`config.mk`:
```
export PLATFORM = sky130hd
export DESIGN_NAME = http_header_name_classifier_core_flat
export DESIGN_NICKNAME = d
export VERILOG_FILES = /design/src/sv/hhnc_pkg.sv /design/src/sv/hhnc_if.sv /design/src/sv/hhnc_match.sv /design/src/sv/hhnc_out_stage.sv /design/src/sv/http_header_name_classifier_core.sv /design/src/flat_wrapper.sv
export VERILOG_INCLUDE_DIRS = /design/src /design/src/sv
export SDC_FILE = /design/constraint.sdc
export NUM_CORES = 1
export LEC_CHECK = 0
export BUFFER_PORTS_ARGS = -buffer_cell sky130_fd_sc_hd__buf_2
export CORE_MARGIN = 2
export CORE_UTILIZATION = 25
export CTS_CLUSTER_DIAMETER = 120
export DETAILED_ROUTE_END_ITERATION = 6
export GPL_TIMING_DRIVEN = 0
export SYNTH_ARGS = -nofsm -noshare
export SYNTH_HDL_FRONTEND = slang
export SYNTH_SLANG_ARGS = --single-unit
```
`constraint.sdc`:
```
create_clock -name clk_i -period 5 [get_ports clk_i]
set_clock_uncertainty 0.05 [all_clocks]
set_input_delay 0.75 -clock clk_i [delete_from_list [all_inputs] [get_ports clk_i]]
set_output_delay 0.75 -clock clk_i [all_outputs]
set_load 0.005 [all_outputs]
```
`src/sv/http_header_name_classifier_core_assert.svh`:
```
// assertion macros for the classifier rtl
`ifndef HTTP_HEADER_NAME_CLASSIFIER_CORE_ASSERT_SVH
`define HTTP_HEADER_NAME_CLASSIFIER_CORE_ASSERT_SVH

// checked on every rising edge outside reset
`define HHNC_ASSERT(name, clk, rst_n, prop, msg) \
  name: assert property (@(posedge clk) disable iff (!rst_n) prop) \
    else $error(msg);

// checked on every rising edge, reset included
`define HHNC_ASSERT_ALWAYS(name, clk, prop, msg) \
  name: assert property (@(posedge clk) prop) \
    else $error(msg);

`endif

```
`src/sv/hhnc_pkg.sv`:
```
// types, constants and the keyword dictionary of the header name classifier
package hhnc_pkg;

  localparam int unsigned NUM_KEYWORDS    = 49;
  localparam int unsigned MAX_KEYWORD_LEN = 19;
  localparam int unsigned CHAR_W          = 8;
  localparam int unsigned INDEX_W         = 6;
  localparam int unsigned POS_W           = $clog2(MAX_KEYWORD_LEN + 1);
  localparam int unsigned POS_IDX_W       = (MAX_KEYWORD_LEN > 1) ? $clog2(MAX_KEYWORD_LEN) : 1;
  localparam int unsigned KW_BITS         = CHAR_W * MAX_KEYWORD_LEN;

  localparam logic [NUM_KEYWORDS-1:0] ALL_ALIVE = {NUM_KEYWORDS{1'b1}};

  // dictionary, already case folded; each string sits right-justified
  localparam logic [KW_BITS-1:0] KW_TEXT [NUM_KEYWORDS] = '{
    "connection", "date", "authorization", "if-modified-since", "server",
    "www-authenticate", "expires", "last-modified",
    "cache-control", "pragma", "trailer", "transfer-encoding", "upgrade",
    "via", "warning",
    "accept", "accept-charset", "accept-encoding", "accept-language",
    "expect", "from", "host", "if-match", "if-none-match", "if-range",
    "if-unmodified-since", "max-forwards", "proxy-authorization", "range",
    "referer", "te", "user-agent",
    "accept-ranges", "age", "etag", "location", "proxy-authenticate",
    "retry-after", "vary",
    "allow", "content-encoding", "content-language", "content-length",
    "content-location", "content-md5", "content-range", "content-type",
    "x-sessioncookie", "x-server-ip-address"
  };

  // one input word: a token byte with its flags
  typedef struct packed {
    logic [CHAR_W-1:0] text_char;
    logic              last_char;
    logic              empty_token;
  } hhnc_word_t;

  // lookup outcome for the word in the input register
  typedef struct packed {
    logic               valid;
    logic [INDEX_W-1:0] header_index;
    logic               found;
  } hhnc_res_t;

  // keyword length: count of non-zero bytes from the bottom
  function automatic int unsigned kw_len(logic [KW_BITS-1:0] text);
    int unsigned n;
    n = 0;
    for (int unsigned i = 0; i < MAX_KEYWORD_LEN; i++) begin
      if (text[i*CHAR_W +: CHAR_W] != '0) begin
        n = i + 1;
      end
    end
    return n;
  endfunction

  // ascii upper case letters to lower case, everything else untouched
  function automatic logic [CHAR_W-1:0] fold_case(logic [CHAR_W-1:0] c);
    logic [CHAR_W-1:0] r;
    r = c;
    if (c inside {[8'h41:8'h5A]}) begin
      r = c + 8'h20;
    end
    return r;
  endfunction

endpackage

```
`src/sv/hhnc_if.sv`:
```
// valid/ready channel interfaces for token bytes and lookup results
interface hhnc_in_if;
  logic                          valid;
  logic                          ready;
  logic [hhnc_pkg::CHAR_W-1:0]   text_char;
  logic                          last_char;
  logic                          empty_token;

  modport source (output valid, output text_char, output last_char,
                  output empty_token, input ready);
  modport sink   (input valid, input text_char, input last_char,
                  input empty_token, output ready);
endinterface

interface hhnc_out_if;
  logic                          valid;
  logic                          ready;
  logic [hhnc_pkg::INDEX_W-1:0]  header_index;
  logic                          found;

  modport source (output valid, output header_index, output found, input ready);
  modport sink   (input valid, input header_index, input found, output ready);
endinterface

```
`src/sv/hhnc_match.sv`:
```
// per-keyword alive bits, character position and final-byte lookup
`include "http_header_name_classifier_core_assert.svh"

module hhnc_match (
  input  logic                 clk_i,
  input  logic                 rst_ni,
  input  hhnc_pkg::hhnc_word_t word_i,
  input  logic                 step_i,
  output hhnc_pkg::hhnc_res_t  res_o
);

  logic [hhnc_pkg::NUM_KEYWORDS-1:0]  alive_q, alive_d;
  logic [hhnc_pkg::NUM_KEYWORDS-1:0]  keep;
  logic [hhnc_pkg::NUM_KEYWORDS-1:0]  hit;
  logic [hhnc_pkg::POS_W-1:0]         pos_q, pos_d;
  logic [hhnc_pkg::POS_W-1:0]         pos_next;
  logic [hhnc_pkg::POS_IDX_W-1:0]     pos_idx;
  logic                               pos_in_range;
  logic [hhnc_pkg::CHAR_W-1:0]        char_fold;
  logic [hhnc_pkg::INDEX_W-1:0]       hit_index;
  logic                               hit_any;

  // folded byte and saturating position
  assign char_fold    = hhnc_pkg::fold_case(word_i.text_char);
  assign pos_in_range = pos_q < hhnc_pkg::POS_W'(hhnc_pkg::MAX_KEYWORD_LEN);
  assign pos_idx      = pos_q[hhnc_pkg::POS_IDX_W-1:0];
  assign pos_next     = pos_in_range ? pos_q + 1'b1
                                     : hhnc_pkg::POS_W'(hhnc_pkg::MAX_KEYWORD_LEN);

  // one comparator per keyword against its character at the current position
  for (genvar k = 0; k < hhnc_pkg::NUM_KEYWORDS; k++) begin : g_kw
    localparam int unsigned Len = hhnc_pkg::kw_len(hhnc_pkg::KW_TEXT[k]);
    logic [hhnc_pkg::CHAR_W-1:0] row [hhnc_pkg::MAX_KEYWORD_LEN];

    for (genvar i = 0; i < hhnc_pkg::MAX_KEYWORD_LEN; i++) begin : g_ch
      if (i < Len) begin : g_used
        assign row[i] = hhnc_pkg::KW_TEXT[k][(Len-1-i)*hhnc_pkg::CHAR_W +: hhnc_pkg::CHAR_W];
      end else begin : g_pad
        assign row[i] = '0;
      end
    end

    assign keep[k] = alive_q[k] && pos_in_range && (pos_q < hhnc_pkg::POS_W'(Len))
                     && (row[pos_idx] == char_fold);
    assign hit[k]  = keep[k] && (pos_next == hhnc_pkg::POS_W'(Len));
  end

  // lowest surviving keyword of matching length wins
  always_comb begin
    hit_index = '0;
    hit_any   = 1'b0;
    for (int k = hhnc_pkg::NUM_KEYWORDS - 1; k >= 0; k--) begin
      if (hit[k]) begin
        hit_index = hhnc_pkg::INDEX_W'(k);
        hit_any   = 1'b1;
      end
    end
  end

  // result for a final byte or an empty token
  always_comb begin
    res_o.valid        = word_i.last_char || word_i.empty_token;
    res_o.found        = hit_any && !word_i.empty_token;
    res_o.header_index = word_i.empty_token ? '0 : hit_index;
  end

  // state update, back to start values once a token ends
  always_comb begin
    alive_d = alive_q;
    pos_d   = pos_q;
    if (step_i) begin
      if (res_o.valid) begin
        alive_d = hhnc_pkg::ALL_ALIVE;
        pos_d   = '0;
      end else begin
        alive_d = keep;
        pos_d   = pos_next;
      end
    end
  end

  always_ff @(posedge clk_i or negedge rst_ni) begin
    if (!rst_ni) begin
      alive_q <= hhnc_pkg::ALL_ALIVE;
      pos_q   <= '0;
    end else begin
      alive_q <= alive_d;
      pos_q   <= pos_d;
    end
  end

  `HHNC_ASSERT_ALWAYS(a_pos_saturates, clk_i, !rst_ni || (pos_q <= hhnc_pkg::POS_W'(hhnc_pkg::MAX_KEYWORD_LEN)), "character position beyond saturation")
  `HHNC_ASSERT(a_token_restart, clk_i, rst_ni, step_i && res_o.valid |=> (alive_q == hhnc_pkg::ALL_ALIVE) && (pos_q == '0), "state not restarted after token end")
  `HHNC_ASSERT(a_alive_shrinks, clk_i, rst_ni, step_i && !res_o.valid |=> (alive_q & ~$past(alive_q)) == '0, "alive bit revived inside a token")
  `HHNC_ASSERT(a_single_hit, clk_i, rst_ni, res_o.valid && res_o.found |-> $onehot(hit), "more than one keyword matched")

endmodule

```
`src/sv/hhnc_out_stage.sv`:
```
// result register towards the output channel
module hhnc_out_stage (
  input  logic                clk_i,
  input  logic                rst_ni,
  input  hhnc_pkg::hhnc_res_t res_i,
  input  logic                load_i,
  output logic                free_o,
  hhnc_out_if.source          out_o
);

  logic                         valid_q, valid_d;
  logic [hhnc_pkg::INDEX_W-1:0] index_q;
  logic                         found_q;

  // room for a new word when empty or being drained
  assign free_o = !valid_q || out_o.ready;

  always_comb begin
    valid_d = valid_q;
    if (load_i) begin
      valid_d = 1'b1;
    end else if (out_o.ready) begin
      valid_d = 1'b0;
    end
  end

  always_ff @(posedge clk_i or negedge rst_ni) begin
    if (!rst_ni) begin
      valid_q <= 1'b0;
    end else begin
      valid_q <= valid_d;
    end
  end

  // payload, no reset needed
  always_ff @(posedge clk_i) begin
    if (load_i) begin
      index_q <= res_i.header_index;
      found_q <= res_i.found;
    end
  end

  assign out_o.valid        = valid_q;
  assign out_o.header_index = index_q;
  assign out_o.found        = found_q;

endmodule

```
`src/sv/http_header_name_classifier_core.sv`:
```
// top level: input register, keyword matcher and result register
// a result word is loaded into the result register as its final byte leaves the input register
// throughput: one byte per cycle while the result register is free, no bubbles between tokens
// a byte can enter while a finished result still waits in the output register
// reset: output empty, all keywords alive, character position zero
module http_header_name_classifier_core (
  input  logic        clk_i,
  input  logic        rst_ni,
  hhnc_in_if.sink     in_i,
  hhnc_out_if.source  out_o
);

  logic                 in_valid_q, in_valid_d;
  hhnc_pkg::hhnc_word_t in_word_q;
  logic                 accept;
  logic                 step;
  logic                 out_free;
  hhnc_pkg::hhnc_res_t  res;

  // input register handshake
  assign step       = in_valid_q && out_free;
  assign in_i.ready = !in_valid_q || step;
  assign accept     = in_i.valid && in_i.ready;

  always_comb begin
    in_valid_d = in_valid_q;
    if (accept) begin
      in_valid_d = 1'b1;
    end else if (step) begin
      in_valid_d = 1'b0;
    end
  end

  always_ff @(posedge clk_i or negedge rst_ni) begin
    if (!rst_ni) begin
      in_valid_q <= 1'b0;
    end else begin
      in_valid_q <= in_valid_d;
    end
  end

  always_ff @(posedge clk_i) begin
    if (accept) begin
      in_word_q.text_char   <= in_i.text_char;
      in_word_q.last_char   <= in_i.last_char;
      in_word_q.empty_token <= in_i.empty_token;
    end
  end

  // keyword matching
  hhnc_match u_match (
    .clk_i  (clk_i),
    .rst_ni (rst_ni),
    .word_i (in_word_q),
    .step_i (step),
    .res_o  (res)
  );

  // result register
  hhnc_out_stage u_out (
    .clk_i  (clk_i),
    .rst_ni (rst_ni),
    .res_i  (res),
    .load_i (step && res.valid),
    .free_o (out_free),
    .out_o  (out_o)
  );

endmodule

```
`src/flat_wrapper.sv`:
```
// flat-port wrapper written by rule: the top's interface ports become plain ports
module http_header_name_classifier_core_flat 
  (clk_i, rst_ni, in_i_valid, in_i_text_char, in_i_last_char, in_i_empty_token, in_i_ready, out_o_valid, out_o_header_index, out_o_found, out_o_ready);
  hhnc_in_if in_i_i ();
  hhnc_out_if out_o_i ();
  input  logic clk_i;
  input  logic rst_ni;
  input wire logic [$bits(in_i_i.valid)-1:0] in_i_valid;
  input wire logic [$bits(in_i_i.text_char)-1:0] in_i_text_char;
  input wire logic [$bits(in_i_i.last_char)-1:0] in_i_last_char;
  input wire logic [$bits(in_i_i.empty_token)-1:0] in_i_empty_token;
  output wire logic [$bits(in_i_i.ready)-1:0] in_i_ready;
  output wire logic [$bits(out_o_i.valid)-1:0] out_o_valid;
  output wire logic [$bits(out_o_i.header_index)-1:0] out_o_header_index;
  output wire logic [$bits(out_o_i.found)-1:0] out_o_found;
  input wire logic [$bits(out_o_i.ready)-1:0] out_o_ready;
  assign in_i_i.valid = in_i_valid;
  assign in_i_i.text_char = in_i_text_char;
  assign in_i_i.last_char = in_i_last_char;
  assign in_i_i.empty_token = in_i_empty_token;
  assign in_i_ready = in_i_i.ready;
  assign out_o_valid = out_o_i.valid;
  assign out_o_header_index = out_o_i.header_index;
  assign out_o_found = out_o_i.found;
  assign out_o_i.ready = out_o_ready;
  http_header_name_classifier_core u_core (.clk_i(clk_i), .rst_ni(rst_ni), .in_i(in_i_i), .out_o(out_o_i));
endmodule
```
==> results.cfg <==
[worst_setup_path]
worst-path-stages = 12
crit_fanout = 10
ff2ff_path_depth = 12
crit_arrival_ns = 5.21
startpoint_type = flop
crit_required_ns = 5.08
path_common_cell = clkbuf_1
cpPeakStageDelay_ns = 0.86
criticalPathCategory = flop to flop
crit_family = compound AO/OA/AOI/OAI gates
r2r_slack_ns = -0.13
cp_cell_sequence = clkbuf_1, clkbuf_1, nand3_1, a221oi_1, o32ai_2, nor4_2, or4_1, a41oi_2, o211ai_1, a31oi_1, o21bai_1, a21oi_1
slowest_stage = a221oi_1
crit_buf_inv = 2
worstSetupEndpointType = flop

[grt]
grt_max_degree = 36
grt_util_all_layers_pct = 44.8
grt_pass1_vias = 15300
grt_overflow = 0
antenna_found_initial = 12
grt_pass1_wl_um = 147000

[floorplan]
floorplan.die_area_mm2 = 0.0492
fp.dieW_um = 222
num_rows = 79
design.core.area_mm2 = 0.0467
die_h_um = 222
initial_utilization_pct = 25.4
io-pin-count = 23

[cts]
cts_root_buf = clkbuf_16
htreeDepth = 3
clock_latency_ns = 0.39
cts_hold_buf = 0
numClockSinks = 73
cts.clk_slew.worst_paths_ns = 0.07
tritoncts = yes
cts_buffers = 9
cts.path.max_buffers = 2

[synth]
syn_area_mm2 = 0.0119
ys_types = 104
ys_seq_area_share_pct = 16.6
synth_warnings = 0
synth_edf_count = 17
avgSynthCellArea_um2 = 7.12
synth_ff_type = dfstp_2
ys_seq_elements = 73
synth_nets = 1696
async_reset_ff_share_pct = 76.7
synthesis.instances = 1665

[place]
dp_hpwl_um = 86400
place_inst = 2302
gp_congestion = 1.12
port_buffers = 22

[detailed_routing]
wl_per_cell_um = 48.5
vias_per_cell = 7.05
routed_wl_um = 113000
num_vias = 16500
ant_nets = 0
first_pass_iters = 7
drc = 3
drt-initial-drc-count = 2847

[power_and_ir_drop]
power_uw = 3710
leakage_uw = 0.00484
p_per_area_mw_per_mm2 = 268
ir_worst_vdd_mv = 0.174

[run]
cap_violations = 2

[status]
violations = design-rule violations, max-capacitance violations, max-slew violations, negative setup slack
status = finished with violations

[final_layout]
layout.cells.non_filler = 2338
area_growth_pct = 16.9
layout.nets = 1750
final_cell_mix = 149 x nor2_1, 143 x xnor2_1, 135 x a21oi_1, 133 x nand2_1, 99 x o21ai_0
drive_gt1_share_pct = 20.2
final_common_cell = nor2_1

[sta]
finalCritPeriodShare_pct = 103
max_freq_mhz = 195
layout_setup_ws_ns = -0.126
setup_viol = 6
maxSlewViolCount = 11
worst_pin_slew_ns = 1.64
tns_ns = -0.370
hold_violations = 0
maxSlewHeadroom_pct = -9.68
fin_crit_ns = 5.13

[hold_path]
hold_path.class = flop to flop
whs_path_depth = 2
-- area by class of cell --
| class | count | area, um^2 |
|---|---|---|
| Antenna cell | 7 | 17.5 |
| Fill cell | 5234 | 32800 |
| Clock buffer | 14 | 275 |
| Clock inverter | 2 | 35.0 |
| Multi-Input combinational cell | 1398 | 9460 |
| Inverter | 24 | 100 |
| Buffer | 166 | 905 |
| Timing Repair Buffer | 47 | 333 |
| Tap cell | 607 | 759 |
| Sequential cell | 73 | 1970 |
-- worst paths after layout --
check | startpoint | end
max | u_core.in_word_q[8] | u_core.u_out.out_o.header_index[2]
min in group asynchronous | rst_ni | u_core.u_match.alive_q[17]
max reg2reg | u_core.in_word_q[8] | u_core.u_out.out_o.header_index[2]
min | u_core.u_match.alive_q[40] | u_core.u_match.alive_q[40]
min reg2reg | u_core.u_match.alive_q[40] | u_core.u_match.alive_q[40]
max in group asynchronous | rst_ni | u_core.u_match.alive_q[21]
-- flip-flops by register name, indices dropped and copies added, names as in the netlist --
register,count
u_core.u_match.alive_q,49
u_core.in_word_q,10
u_core.u_out.out_o.header_index,6
u_core.u_match.pos_idx,5
u_core.in_valid_q,1
u_core.u_out.out_o.found,1
u_core.u_out.out_o.valid,1
-- cell usage after synthesis (all sizes together) (11+ instances only) --
| library cell | instances | area share, % |
|---|---|---|
| nor2 | 154 | 4.9 |
| xnor2 | 146 | 11 |
| a21oi | 141 | 6.1 |
| nand2 | 133 | 4.2 |
| o21ai | 111 | 4.7 |
| buf | 96 | 4.3 |
| clkbuf | 74 | 2.3 |
| nor3 | 55 | 2.5 |
| nand3 | 54 | 2.3 |
| dfstp | 49 | 11 |
| nand2b | 42 | 2.2 |
| nand4 | 40 | 2.1 |
| a31oi | 32 | 1.7 |
| nor4 | 31 | 1.7 |
| nor2b | 25 | 1.3 |
| a211oi | 24 | 1.6 |
| inv | 21 | 0.67 |
| mux2i | 20 | 1.7 |
| o211ai | 18 | 1.1 |
| and2 | 17 | 0.90 |
| and3 | 17 | 0.90 |
| edfxtp | 17 | 4.3 |
| ha | 17 | 1.8 |
| o21a | 16 | 1.0 |
| or2 | 16 | 0.84 |
| xor2 | 15 | 1.1 |
| o2111ai | 14 | 1.0 |
| a21o | 13 | 0.82 |
| o31ai | 12 | 0.76 |
| or3 | 12 | 0.68 |
| or4 | 12 | 0.82 |
| o22a | 11 | 0.81 |
-- per-stage QoR --
step | util (%) | instance area, um^2 | setup WS, ns | hold slack [ns]
after floorplan | - | 11900 | 0.824 | 0.404
after global placement | 27.3 | 12700 | -2.98 | 0.441
after detailed placement | 27.5 | 12800 | -2.09 | 0.443
after CTS | 29.1 | 13600 | 0.0128 | 0.455
after global routing | 29.7 | 13800 | -0.0165 | 0.468
final | 29.7 | 13900 | -0.126 | 0.453
-- power by group --
| part | switching, uW | internal (uW) | total, uW |
|---|---|---|---|
| Sequential | 92.7 | 733 | 826 |
| Combinational | 1540 | 596 | 2140 |
| Clock | 318 | 431 | 749 |
| Total | 1950 | 1760 | 3710 |
-- routing by layer --
layer,wire [um],vias up,global-route usage [%]
met5,41,-,0
met4,11700,6,36.8
met1,42300,8261,54.5
met2,44600,1459,62.4
li1,-,6299,-
met3,14800,450,16.9
-- worst min-delay path: stages, from the launching register on --
cell and delay (ns):
dfstp_2 0.37, nor2_1 0.09, a21oi_1 0.04
-- kinds of logic (layout without fill, tap and decap cells) --
family | after synthesis | after routing | synth area share (%)
DFF | 73 | 73 | 16.6
buffers and inverters | 194 | 253 | 7.43
AOI/OAI and AO/OA | 528 | 528 | 30.0
xor gates and xnor gates | 161 | 161 | 11.9
adders and majority gates | 17 | 17 | 1.79
muxes | 27 | 27 | 2.45
other | 0 | 7 | 0
and+or+nand+nor | 665 | 665 | 29.8
-- timing repair --
action                     CTS  global route
hold endpoints to repair     0             0
setup endpoints to repair   41             7
resized for setup          105            68
pin swaps                    8             9
setup buffers                9             8
Note: power is estimated with default switching activity, not from simulation.
